--- src/rtl/core/lsbp_pkg.sv ---
// ----------------------------------------------------------------------------
// lsbp_pkg
// Shared sizes, status codes, control types and helper functions of the
// LSB-first bit packer.
// ----------------------------------------------------------------------------
package lsbp_pkg;

  localparam int unsigned StoreBytes   = 256;
  localparam int unsigned MaxFieldBits = 32;
  localparam int unsigned AddrW        = $clog2(StoreBytes);
  localparam int unsigned StoreBits    = StoreBytes * 8;
  localparam int unsigned PosW         = AddrW + 3;
  localparam int unsigned TotalW       = PosW + 1;
  localparam int unsigned CountW       = 6;
  localparam int unsigned SpanW        = MaxFieldBits + 8;
  localparam int unsigned SpanBytes    = SpanW / 8;
  localparam int unsigned ByteCntW     = $clog2(SpanBytes + 1);

  typedef enum logic [1:0] {
    ST_OK        = 2'd0,
    ST_BAD_COUNT = 2'd1,
    ST_FULL      = 2'd2,
    ST_PAST_END  = 2'd3
  } lsbp_status_e;

  typedef struct packed {
    logic load;
    logic shift;
  } lsbp_shift_ctrl_t;

  // Mask of the low cnt bits; a full-width count takes every bit.
  function automatic logic [MaxFieldBits-1:0] field_mask(input logic [CountW-1:0] cnt);
    logic [MaxFieldBits-1:0] m;
    if (32'(cnt) >= MaxFieldBits) begin
      m = '1;
    end else begin
      m = ~({MaxFieldBits{1'b1}} << cnt);
    end
    return m;
  endfunction

  function automatic logic count_valid(input logic [CountW-1:0] cnt);
    return (cnt != '0) && (32'(cnt) <= MaxFieldBits);
  endfunction

endpackage

--- src/rtl/core/lsbp_byte_mem.sv ---
// ----------------------------------------------------------------------------
// lsbp_byte_mem
// Byte-wide store with one write port and one registered read port.
// ----------------------------------------------------------------------------
module lsbp_byte_mem (
  input  logic                      clk_i,
  input  logic                      we_i,
  input  logic [lsbp_pkg::AddrW-1:0] waddr_i,
  input  logic [7:0]                wdata_i,
  input  logic                      re_i,
  input  logic [lsbp_pkg::AddrW-1:0] raddr_i,
  output logic [7:0]                rdata_o
);

  logic [7:0] mem_q [lsbp_pkg::StoreBytes];
  logic [7:0] rdata_q;

  always_ff @(posedge clk_i) begin
    if (we_i) begin
      mem_q[waddr_i] <= wdata_i;
    end
  end

  always_ff @(posedge clk_i) begin
    if (re_i) begin
      rdata_q <= mem_q[raddr_i];
    end
  end

  assign rdata_o = rdata_q;

endmodule

--- src/rtl/core/lsbp_shift_unit.sv ---
// ----------------------------------------------------------------------------
// lsbp_shift_unit
// Byte-lane shift register shared by writes and reads. A write loads the
// aligned field and drains it a byte per beat; a read fills it a byte per
// beat from the top and then extracts the field at the bit offset.
// ----------------------------------------------------------------------------
module lsbp_shift_unit (
  input  logic                             clk_i,
  input  lsbp_pkg::lsbp_shift_ctrl_t       ctrl_i,
  input  logic [lsbp_pkg::SpanW-1:0]       load_data_i,
  input  logic [7:0]                       fill_byte_i,
  input  logic [2:0]                       offset_i,
  input  logic [lsbp_pkg::CountW-1:0]      count_i,
  output logic [7:0]                       low_byte_o,
  output logic [lsbp_pkg::MaxFieldBits-1:0] field_o
);

  logic [lsbp_pkg::SpanW-1:0] sh_q;
  logic [lsbp_pkg::SpanW-1:0] sh_d;
  logic [lsbp_pkg::SpanW-1:0] aligned;

  always_comb begin
    sh_d = sh_q;
    priority if (ctrl_i.load) begin
      sh_d = load_data_i;
    end else if (ctrl_i.shift) begin
      sh_d = {fill_byte_i, sh_q[lsbp_pkg::SpanW-1:8]};
    end
  end

  always_ff @(posedge clk_i) begin
    sh_q <= sh_d;
  end

  assign aligned    = sh_q >> offset_i;
  assign low_byte_o = sh_q[7:0];
  assign field_o    = aligned[lsbp_pkg::MaxFieldBits-1:0] & lsbp_pkg::field_mask(count_i);

endmodule

--- src/rtl/core/lsb_first_bit_packer.sv ---
// ----------------------------------------------------------------------------
// lsb_first_bit_packer
// Byte store filled as an LSB-first bitstream, with random-offset reads.
// ----------------------------------------------------------------------------
// Usage: present a request on req_type_i, data_value_i, bit_count_i and
// read_position_i with start high; it is taken on a clock edge where busy is
// low. busy stays high until the result beat has been shown. The result sits
// on read_data_o, status_o and written_bits_o for exactly one cycle with
// done_o high; the receiver cannot stall it and must take it then.
// Sequencing: a request with a bad bit count, a write that would overflow or a
// read past the written length goes straight to the result beat. A write of N
// bytes (1 to 5, set by the bit offset plus the bit count) stores its bytes in
// turn from the shift unit. A read always fetches 5 bytes through the single
// registered read port of the byte store, then aligns the field. One request is
// in flight at a time, so the next start is taken on the cycle after done_o.
// Reset clears the bit total and the sequencer; the store contents are not
// cleared, and no unwritten byte can ever be read back.
// ----------------------------------------------------------------------------
module lsb_first_bit_packer (
  input  logic                                clk_i,
  input  logic                                rst_ni,
  input  logic                                start,
  output logic                                busy,
  input  logic                                req_type_i,
  input  logic [31:0]                         data_value_i,
  input  logic [lsbp_pkg::CountW-1:0]         bit_count_i,
  input  logic [lsbp_pkg::PosW-1:0]           read_position_i,
  output logic                                done_o,
  output logic [lsbp_pkg::MaxFieldBits-1:0]   read_data_o,
  output logic [1:0]                          status_o,
  output logic [lsbp_pkg::TotalW-1:0]         written_bits_o
);

  localparam logic [2:0] S_IDLE  = 3'd0;
  localparam logic [2:0] S_WRITE = 3'd1;
  localparam logic [2:0] S_READ  = 3'd2;
  localparam logic [2:0] S_ALIGN = 3'd3;
  localparam logic [2:0] S_DONE  = 3'd4;

  localparam logic REQ_WRITE = 1'b0;

  logic [2:0]                         state_q, state_d;
  logic [lsbp_pkg::TotalW-1:0]        wtot_q, wtot_d;
  logic                               rd_vld_q, rd_vld_d;
  logic [7:0]                         tail_q, tail_d;
  logic [lsbp_pkg::AddrW-1:0]         addr_q, addr_d;
  logic [lsbp_pkg::ByteCntW-1:0]      cnt_q, cnt_d;
  logic [2:0]                         off_q, off_d;
  logic [lsbp_pkg::CountW-1:0]        count_q, count_d;
  logic [lsbp_pkg::MaxFieldBits-1:0]  res_data_q, res_data_d;
  lsbp_pkg::lsbp_status_e             res_status_q, res_status_d;

  lsbp_pkg::lsbp_shift_ctrl_t         sh_ctrl;
  logic [lsbp_pkg::SpanW-1:0]         sh_load;
  logic [7:0]                         sh_fill;
  logic [7:0]                         low_byte;
  logic [lsbp_pkg::MaxFieldBits-1:0]  field;

  logic                               mem_we;
  logic                               mem_re;
  logic [7:0]                         mem_rdata;

  logic [lsbp_pkg::MaxFieldBits-1:0]  wr_masked;
  logic [7:0]                         wr_tail;
  logic [lsbp_pkg::TotalW:0]          wr_end;
  logic [lsbp_pkg::TotalW-1:0]        rd_end;
  logic [6:0]                         wr_span;
  logic                               accept;

  assign accept = start && !busy;

  // Field masked and moved up to the write bit offset, merged with the
  // partial byte that the previous write left open.
  assign wr_masked = data_value_i & lsbp_pkg::field_mask(bit_count_i);
  assign wr_tail   = (wtot_q[2:0] != 3'd0) ? tail_q : 8'd0;
  assign sh_load   = ({8'd0, wr_masked} << wtot_q[2:0]) |
                     {{(lsbp_pkg::SpanW-8){1'b0}}, wr_tail};
  assign wr_end    = {1'b0, wtot_q} + (lsbp_pkg::TotalW+1)'(bit_count_i);
  assign rd_end    = {1'b0, read_position_i} + lsbp_pkg::TotalW'(bit_count_i);
  assign wr_span   = 7'(wtot_q[2:0]) + 7'(bit_count_i) + 7'd7;

  always_comb begin
    state_d      = state_q;
    wtot_d       = wtot_q;
    tail_d       = tail_q;
    addr_d       = addr_q;
    cnt_d        = cnt_q;
    off_d        = off_q;
    count_d      = count_q;
    res_data_d   = res_data_q;
    res_status_d = res_status_q;
    sh_ctrl      = '0;
    sh_fill      = 8'd0;
    mem_we       = 1'b0;
    mem_re       = 1'b0;

    unique case (state_q)
      S_IDLE: begin
        if (accept) begin
          res_data_d   = '0;
          res_status_d = lsbp_pkg::ST_OK;
          state_d      = S_DONE;
          if (!lsbp_pkg::count_valid(bit_count_i)) begin
            res_status_d = lsbp_pkg::ST_BAD_COUNT;
          end else if (req_type_i == REQ_WRITE) begin
            if (32'(wr_end) > lsbp_pkg::StoreBits) begin
              res_status_d = lsbp_pkg::ST_FULL;
            end else begin
              sh_ctrl.load = 1'b1;
              addr_d       = wtot_q[lsbp_pkg::PosW-1:3];
              cnt_d        = lsbp_pkg::ByteCntW'(wr_span >> 3);
              wtot_d       = wr_end[lsbp_pkg::TotalW-1:0];
              state_d      = S_WRITE;
            end
          end else begin
            if (rd_end > wtot_q) begin
              res_status_d = lsbp_pkg::ST_PAST_END;
            end else begin
              addr_d  = read_position_i[lsbp_pkg::PosW-1:3];
              cnt_d   = lsbp_pkg::ByteCntW'(lsbp_pkg::SpanBytes);
              off_d   = read_position_i[2:0];
              count_d = bit_count_i;
              state_d = S_READ;
            end
          end
        end
      end
      S_WRITE: begin
        mem_we        = 1'b1;
        sh_ctrl.shift = 1'b1;
        addr_d        = addr_q + 1'b1;
        cnt_d         = cnt_q - 1'b1;
        if (cnt_q == lsbp_pkg::ByteCntW'(1)) begin
          // The last byte stays open when the new total is not byte aligned.
          tail_d  = (wtot_q[2:0] != 3'd0) ? low_byte : 8'd0;
          state_d = S_DONE;
        end
      end
      S_READ: begin
        sh_fill = mem_rdata;
        if (cnt_q != '0) begin
          mem_re = 1'b1;
          addr_d = addr_q + 1'b1;
          cnt_d  = cnt_q - 1'b1;
        end
        if (rd_vld_q) begin
          sh_ctrl.shift = 1'b1;
          if (cnt_q == '0) begin
            state_d = S_ALIGN;
          end
        end
      end
      S_ALIGN: begin
        res_data_d = field;
        state_d    = S_DONE;
      end
      S_DONE: begin
        state_d = S_IDLE;
      end
      default: begin
        state_d = S_IDLE;
      end
    endcase
  end

  assign rd_vld_d = mem_re;

  always_ff @(posedge clk_i or negedge rst_ni) begin
    if (!rst_ni) begin
      state_q  <= S_IDLE;
      wtot_q   <= '0;
      rd_vld_q <= 1'b0;
      tail_q   <= 8'd0;
    end else begin
      state_q  <= state_d;
      wtot_q   <= wtot_d;
      rd_vld_q <= rd_vld_d;
      tail_q   <= tail_d;
    end
  end

  always_ff @(posedge clk_i) begin
    addr_q       <= addr_d;
    cnt_q        <= cnt_d;
    off_q        <= off_d;
    count_q      <= count_d;
    res_data_q   <= res_data_d;
    res_status_q <= res_status_d;
  end

  lsbp_shift_unit u_shift (
    .clk_i       (clk_i),
    .ctrl_i      (sh_ctrl),
    .load_data_i (sh_load),
    .fill_byte_i (sh_fill),
    .offset_i    (off_q),
    .count_i     (count_q),
    .low_byte_o  (low_byte),
    .field_o     (field)
  );

  lsbp_byte_mem u_mem (
    .clk_i   (clk_i),
    .we_i    (mem_we),
    .waddr_i (addr_q),
    .wdata_i (low_byte),
    .re_i    (mem_re),
    .raddr_i (addr_q),
    .rdata_o (mem_rdata)
  );

  assign busy           = (state_q != S_IDLE);
  assign done_o         = (state_q == S_DONE);
  assign read_data_o    = res_data_q;
  assign status_o       = res_status_q;
  assign written_bits_o = wtot_q;

`ifndef SYNTH
  a_accept_busy: assert property (@(posedge clk_i) disable iff (!rst_ni)
    accept |=> busy)
    else $error("request accepted but block not busy");

  a_done_idle: assert property (@(posedge clk_i) disable iff (!rst_ni)
    done_o |=> !busy)
    else $error("block still busy after result beat");

  a_err_zero: assert property (@(posedge clk_i) disable iff (!rst_ni)
    (done_o && (status_o != lsbp_pkg::ST_OK)) |-> (read_data_o == '0))
    else $error("nonzero read data on an error result");

  a_total_bound: assert property (@(posedge clk_i) disable iff (!rst_ni)
    32'(written_bits_o) <= lsbp_pkg::StoreBits)
    else $error("bit total exceeds store size");

  a_total_only_write: assert property (@(posedge clk_i) disable iff (!rst_ni)
    (state_q == S_READ) |=> $stable(wtot_q))
    else $error("bit total changed during a read");
`endif

endmodule
--- config.mk ---
export PLATFORM = sky130hd
export DESIGN_NAME = lsb_first_bit_packer
export DESIGN_NICKNAME = d
export VERILOG_FILES = /design/src/rtl/core/lsbp_pkg.sv /design/src/rtl/core/lsbp_byte_mem.sv /design/src/rtl/core/lsbp_shift_unit.sv /design/src/rtl/core/lsb_first_bit_packer.sv
export SDC_FILE = /design/constraint.sdc
export NUM_CORES = 2
export LEC_CHECK = 0
export ABC_CLOCK_PERIOD_IN_PS = 5760
export BUFFER_PORTS_ARGS = -buffer_cell sky130_fd_sc_hd__buf_2
export CAP_MARGIN = 20
export CELL_PAD_IN_SITES_DETAIL_PLACEMENT = 1
export CELL_PAD_IN_SITES_GLOBAL_PLACEMENT = 2
export CORE_UTILIZATION = 45
export CTS_BUF_LIST = sky130_fd_sc_hd__clkbuf_4 sky130_fd_sc_hd__clkbuf_8 sky130_fd_sc_hd__clkbuf_16
export DETAILED_ROUTE_END_ITERATION = 10
export GPL_TIMING_DRIVEN = 1
export PLACE_DENSITY = 0.85
export SLEW_MARGIN = 20
export SYNTH_ARGS = -nofsm -noshare
export SYNTH_HDL_FRONTEND = slang
export SYNTH_SLANG_ARGS = --single-unit
--- constraint.sdc ---
create_clock -name clk_i -period 5.76 [get_ports clk_i]
set_input_delay 1.152 -clock clk_i [delete_from_list [all_inputs] [get_ports clk_i]]
set_output_delay 1.152 -clock clk_i [all_outputs]
set_load 0.05 [all_outputs]
## Yosys cells after proc, flatten, opt, wreduce, memory -nomap -nowiden

Memories as Yosys holds them, arrays and structs flattened. A register that Yosys moved wholly into a read port is not among the register bits.
Index checks and enable logic that the tools add are counted.

| storage, ports and cells | value |
|---|---|
| memories kept | 1 |
| bits in registers | 118 |
| logic and storage cells | 114 |
| RAM bits | 2048 |
| output and inout bits | 48 |

| cells by class | value |
|---|---|
| reductions and logical operators | 19 |
| muxes and demuxes | 47 |
| shift operators | 4 |
| magnitude comparators | 5 |
| bitwise gates (word level) | 8 |
| add/subtract/negate cells | 6 |
| eq/ne operators | 13 |

Memories:

| memory | depth | bits a word | read ports | clocked after memory_dff | write ports | line | source |
|---|---|---|---|---|---|---|---|
| u_mem.mem_q | 256 | 8 | 1 | 1 | 1 | lsbp_byte_mem.sv:15 | `logic [7:0] mem_q [lsbp_pkg::StoreBytes];` |

Operators by type and width:

| operator | number |
|---|---|
| $mux W32 | 3 |
| $mux W40 | 2 |
| $mux W8 | 9 |
| $and A32 B32 Y32 | 2 |
| $not A32 Y32 | 2 |
| $pmux W32 S2 | 1 |
| $shl A32 B6 Y32 const A | 2 |
| $mux W3 | 14 |
| $or A40 B8 Y40 | 1 |
| $shl A32 B3 Y40 | 1 |
| $shr A40 B3 Y32 | 1 |
| $pmux W8 S3 | 1 |
| $add A12 B6 Y13 | 1 |
| $gt A13 B12 Y1 const B | 1 |
| $add A11 B6 Y12 | 1 |
| $ge A6 B6 Y1 const B | 2 |
| $gt A12 B12 Y1 | 1 |
| $ne A2 B2 Y1 const B | 6 |
| $pmux W3 S4 | 1 |
| $reduce_bool A3 Y1 | 4 |
| $mux W1 | 11 |
| $reduce_and A5 Y1 | 2 |
| $pmux W3 S3 | 1 |
| $add A8 B1 Y8 const B | 1 |
| other kinds (19) | 31 |

## Longest topological paths before layout

| logic depth | value |
|---|---|
| depth after elaboration | 8 |
| depth in mapped cells | 17 |

## Cells and area by module

From an unflattened synthesis, not the netlist that was laid out.

| unflattened totals | value |
|---|---|
| cells, all modules | 4769 |
| area, all modules | 89304.4 µm² |

By module, submodules not included:

| module | cells an instance | times used | seq. area each (µm²) | area an instance (µm²) |
|---|---|---|---|---|
| lsbp_byte_mem | 3733 | 1 | 61739.2 | 79636.4 |
| lsb_first_bit_packer | 722 | 1 | 2222.1 | 6403.6 |
| lsbp_shift_unit | 314 | 1 | 1201.2 | 3264.4 |

## Least setup slack after synthesis

No wires, ideal clock.

| path | value |
|---|---|
| path type | input-to-reg |
| start | in bit_count_i[1] in the netlist's numbering |
| end | reg addr_q[0] in the netlist's numbering (enable) |
| setup slack | 0.712 ns |
| required time | 5.367 ns |
| data arrival time | 4.655 ns |
| stages on the path | 16 |
| cells stage by stage | ha_1 a21o_1 a21oi_1 o21bai_1 a21oi_1 nor2b_1 o2111a_1 xor2_1 ha_1 a21o_1 a21o_1 a211oi_1 a21oi_1 a21o_1 a21bo_2 nor3_1 |

| between the ends | value |
|---|---|
| word-level cells in the longest chain between the ends | 4 |
| elaborated cells between the ends (all ways) | 11 |

Ends and longest elaborated chain:

| what | line | source |
|---|---|---|
| start, declared | lsb_first_bit_packer.sv:26 | `input logic [lsbp_pkg::CountW-1:0] bit_count_i,` |
| $add A12 B6 Y13 (tied with other cells) | lsb_first_bit_packer.sv:78 | `assign wr_end = {1'b0, wtot_q} + (lsbp_pkg::TotalW+1)'(bit_count_i);` |
| $gt A13 B12 Y1 (tied with other cells) | lsb_first_bit_packer.sv:106 | `if (32'(wr_end) > lsbp_pkg::StoreBits) begin` |
| $ne A3 B3 Y1 (no line) / $ne A2 B2 Y1 (equally long branches) | -- |  |
| $reduce_and A6 Y1 (no line) * | -- |  |
| end signal, assigned | lsb_first_bit_packer.sv:183 | `addr_q <= addr_d;` |
| end, declared | lsb_first_bit_packer.sv:46 | `logic [lsbp_pkg::AddrW-1:0] addr_q, addr_d;` |

Mark *: on every way between the ends. The rest lies on a longest branch, timed or not.
A chain may end at the register's enable or synchronous reset.

## Worst setup path after layout

| path | value |
|---|---|
| start | reg wtot_q, in the netlist written_bits_o[2] |
| end | reg u_shift.sh_q[11] in the netlist's numbering (enable) |

| between the ends | value |
|---|---|
| word-level cells in the longest chain between the ends | 8 |

Ends and longest elaborated chain:

| what | line | source |
|---|---|---|
| start, declared | lsb_first_bit_packer.sv:43 | `logic [lsbp_pkg::TotalW-1:0] wtot_q, wtot_d;` |
| start signal, assigned | lsb_first_bit_packer.sv:176 | `wtot_q <= wtot_d;` |
| $add A12 B6 Y13 | lsb_first_bit_packer.sv:78 |  |
| $gt A13 B12 Y1 | lsb_first_bit_packer.sv:106 |  |
| $mux W1 | lsb_first_bit_packer.sv:106 |  |
| $mux W1 | lsb_first_bit_packer.sv:105 | `end else if (req_type_i == REQ_WRITE) begin` |
| $mux W1 | lsb_first_bit_packer.sv:103 | `if (!lsbp_pkg::count_valid(bit_count_i)) begin` |
| $mux W1 | lsb_first_bit_packer.sv:99 | `if (accept) begin` |
| $mux W1 | lsb_first_bit_packer.sv:97 | `unique case (state_q)` |
| $reduce_bool A2 Y1 (no line) | -- |  |
| end signal, assigned | lsbp_shift_unit.sv:32 | `sh_q <= sh_d;` |
| end, declared | lsbp_shift_unit.sv:18 | `logic [lsbp_pkg::SpanW-1:0] sh_q;` |

Every way passes these cells.

==> flow_summary_export.csv <==
group,metric,value,unit
yosys,synth_simple_gate_area_frac,0.0366,
global_routing,antenna_found_initial,7,
timing,max_freq,227,MHz
clocking,cts_root_buf,"clkbuf_16",
timing,period_minus_slack,4.40,ns
clocking,numClockSinks,2174,
worst_setup_path,cp_max_fo,46,
clocking,htree_levels,4,
drt,ant_nets,0,
floorplan,die_w,445,µm
drt,drtIter0Drc,5419,
yosys,syn_inst,4443,
worst_setup_path,cp.required,6.23,ns
power_and_ir_drop,power_density,480,nW/µm²
yosys,synth_xor_xnor_area_share,0.00248,
timing,fin_worst_skew,0.0518,ns
cells_and_area,drive_gt1_frac,0.264,
cells_and_area,stdcell_count,7420,
clocking,clk_latency,0.88,ns
floorplan,initial_utilization,0.453,
hold_path,hp-class,"input port to async pin",
yosys,syn_avg_cell_area,19.8,µm²
timing,fin_hold_ws,0.317,ns
global_routing,grt_max_degree,216,
yosys,synthArstFlopShare,0.0110,
worst_setup_path,critPathCaptureType,"flop",
worst_setup_path,worstSetupPathType,"flop to flop",
clocking,postCtsSetupBuffers,0,
place,pre_cts_slack,0.644,ns
timing,max_slew_margin,0.171,
job,max_cap_viol_count,0,
timing,setup_viol,0,
yosys,synth_area_leader_cell,"edfxtp_1",
clocking,cts_hold_buf,0,
power_and_ir_drop,vdd.ir_drop.worst,366,µV
yosys,synth_fa_ha_area_frac,0.00556,
yosys,ys_warn_count,0,
timing,worstMarginPinSlew,1.24,ns
clocking,cts_tree,"done",
yosys,yosysMostFrequentCell,"edfxtp_1",
yosys,ys_seq_elements,2174,
run_status,status,"finished, final reports clean",
power_and_ir_drop,p_leak,31.4,nW
floorplan,die_area,198000,µm²
timing,slew_violations,0,
global_routing,first_global_vias,47333,
place,numPortBuffers,100,
cells_and_area,nets,4707,
drt,via_count,45995,
yosys,synth-compound-area-share,0.0283,
global_routing,grt_pass1_wl,345000,µm
yosys,synth.area.top_cells,"edfxtp_1, mux4_2, nor2_1, mux2i_1, clkbuf_1",
cells_and_area,area_growth,12.8,%
timing,rsz0062_at_grt,"no",
floorplan,io_pins,101,
clocking,ctsResizeCount,0,
drt,wl_per_cell,32.4,µm
yosys,synth_area,88200,µm²
floorplan,die_h,445,µm
timing,setup_slack,1.36,ns
drt,drc,0,
yosys,synth_top_area_frac,0.732,
worst_setup_path,crit_arrival,4.87,ns
yosys,synthMuxAreaShare,0.172,
yosys,syn-num-nets,4534,
place,dpl.cell_count,7024,
yosys,synthTopCellsByCount,"edfxtp_1, mux4_2, nor2_1",
cells_and_area,final_util,0.510,
drt,avgViaCountPerCell,6.20,
timing,period_share,0.764,
floorplan,fp-row-count,162,
clocking,clockBufferDepth,3,
worst_setup_path,startpoint_type,"flop",
yosys,synth_top_family_by_area,"multiplexers",
place,gp_congestion,0.869,
yosys,synth_ff_type,"edfxtp_1",
drt,dr.pass1.iters,6,
clocking,numCtsBuffers,214,
global_routing,grt.total_usage,0.242,
global_routing,grt_overflow,0,
timing,setup-tns-final,0,ns
timing,hold_viol_final,0,
drt,wirelength,240000,µm
clocking,clk_pin_slew,0.07,ns
yosys,yosysUniqueCellTypes,69,
place,dpl.hpwl,145000,µm
floorplan,core_area,195000,µm²
yosys,yosysSeqAreaShare,0.739,
yosys,synth_edf_count,2150,
[worst paths after layout]
check | startpoint | endpoint | slack, ns | cells past startpoint
worst max-delay path | written_bits_o[2] | u_shift.sh_q[11] | 1.36 | 11
worst min register to register | tail_q[1] | tail_q[1] | 0.49 | 2
worst max register to register | written_bits_o[2] | u_shift.sh_q[11] | 1.36 | 11
max in group asynchronous | rst_ni | tail_q[5] | 4.96 | 1
worst min-delay path | rst_ni | written_bits_o[6] | 0.32 | 1
min in group clk_i | tail_q[1] | tail_q[1] | 0.49 | 2
[final cells by class]
cell class / count / area, µm²
Antenna cell: 1 / 2.50
Clock buffer: 254 / 5720
Clock inverter: 141 / 1520
Fill cell: 17396 / 95400
Inverter: 42 / 158
Multi-Input combinational cell: 1947 / 21700
Sequential cell: 2174 / 65200
Tap cell: 2624 / 3280
Timing Repair Buffer: 237 / 1840
[stage by stage]
stage,power (mW),area (µm²)
final,47.7,99400
after detailed placement,33.5,92200
after global routing,48.9,99400
after global placement,33.1,92200
after floorplan,28.6,88200
after CTS,47.8,99400
[per-layer routing]
metal,part of all wire,global-route usage,vias to the layer above,wire length (µm)
li1,-,-,18623,-
met1,0.39,0.323,24495,93100
met5,0.00017,0,-,40
met2,0.49,0.397,2408,118000
met4,0.040,0.0914,8,9510
met3,0.082,0.0457,461,19600
[registers in the layout, indices dropped and copies added, names as in the netlist]
name,flops
u_mem.mem_q,2048
u_shift.sh_q,40
read_data_o,32
written_bits_o,12
addr_q,8
tail_q,8
u_mem.rdata_o,8
count_q,6
cnt_q,3
off_q,3
state_q,3
status_o,2
rd_vld_q,1
[cell usage in the layout, fill, tap and decap left out, types with 39 or more instances in the layout]
| cell type | instances |
|---|---|
| mux2i_1 | 127 |
| o21ai_0 | 88 |
| mux4_2 | 598 |
| clkinv_2 | 48 |
| nor2_1 | 378 |
| buf_2 | 100 |
| mux2_2 | 40 |
| clkinv_1 | 45 |
| nand2_1 | 137 |
| nand3_1 | 39 |
| clkbuf_16 | 217 |
| a21oi_1 | 102 |
| buf_4 | 112 |
| edfxtp_1 | 2150 |
| inv_1 | 39 |
[where the power goes]
group          switching [mW]  total, mW  leakage, nW  internal (mW)
Sequential              0.334       19.4         19.7           19.1
Combinational            8.83       13.9         8.17           5.12
Clock                    6.14       14.3         3.59           8.20
Total                    15.3       47.7         31.4           32.4
[worst max-delay path, stage by stage (launching register included)]
cell and delay, ns:
dfrtp_1 0.34, buf_4 0.44, inv_1 0.45, ha_1 0.48
a21o_1 0.23, a21oi_1 0.28, mux2_2 0.37, a2111oi_0 0.29
nand4_1 0.27, a21oi_4 0.27, a211o_1 0.13, buf_4 0.45
[kinds of logic after synthesis]
logic type | Yosys count
and+or+nand+nor | 734
muxes | 765
adders and majority gates | 38
buffers and inverters | 322
DFF | 2174
AOI/OAI and AO/OA | 385
xor gates and xnor gates | 25
No activity file was read; power rests on OpenSTA's default activity.
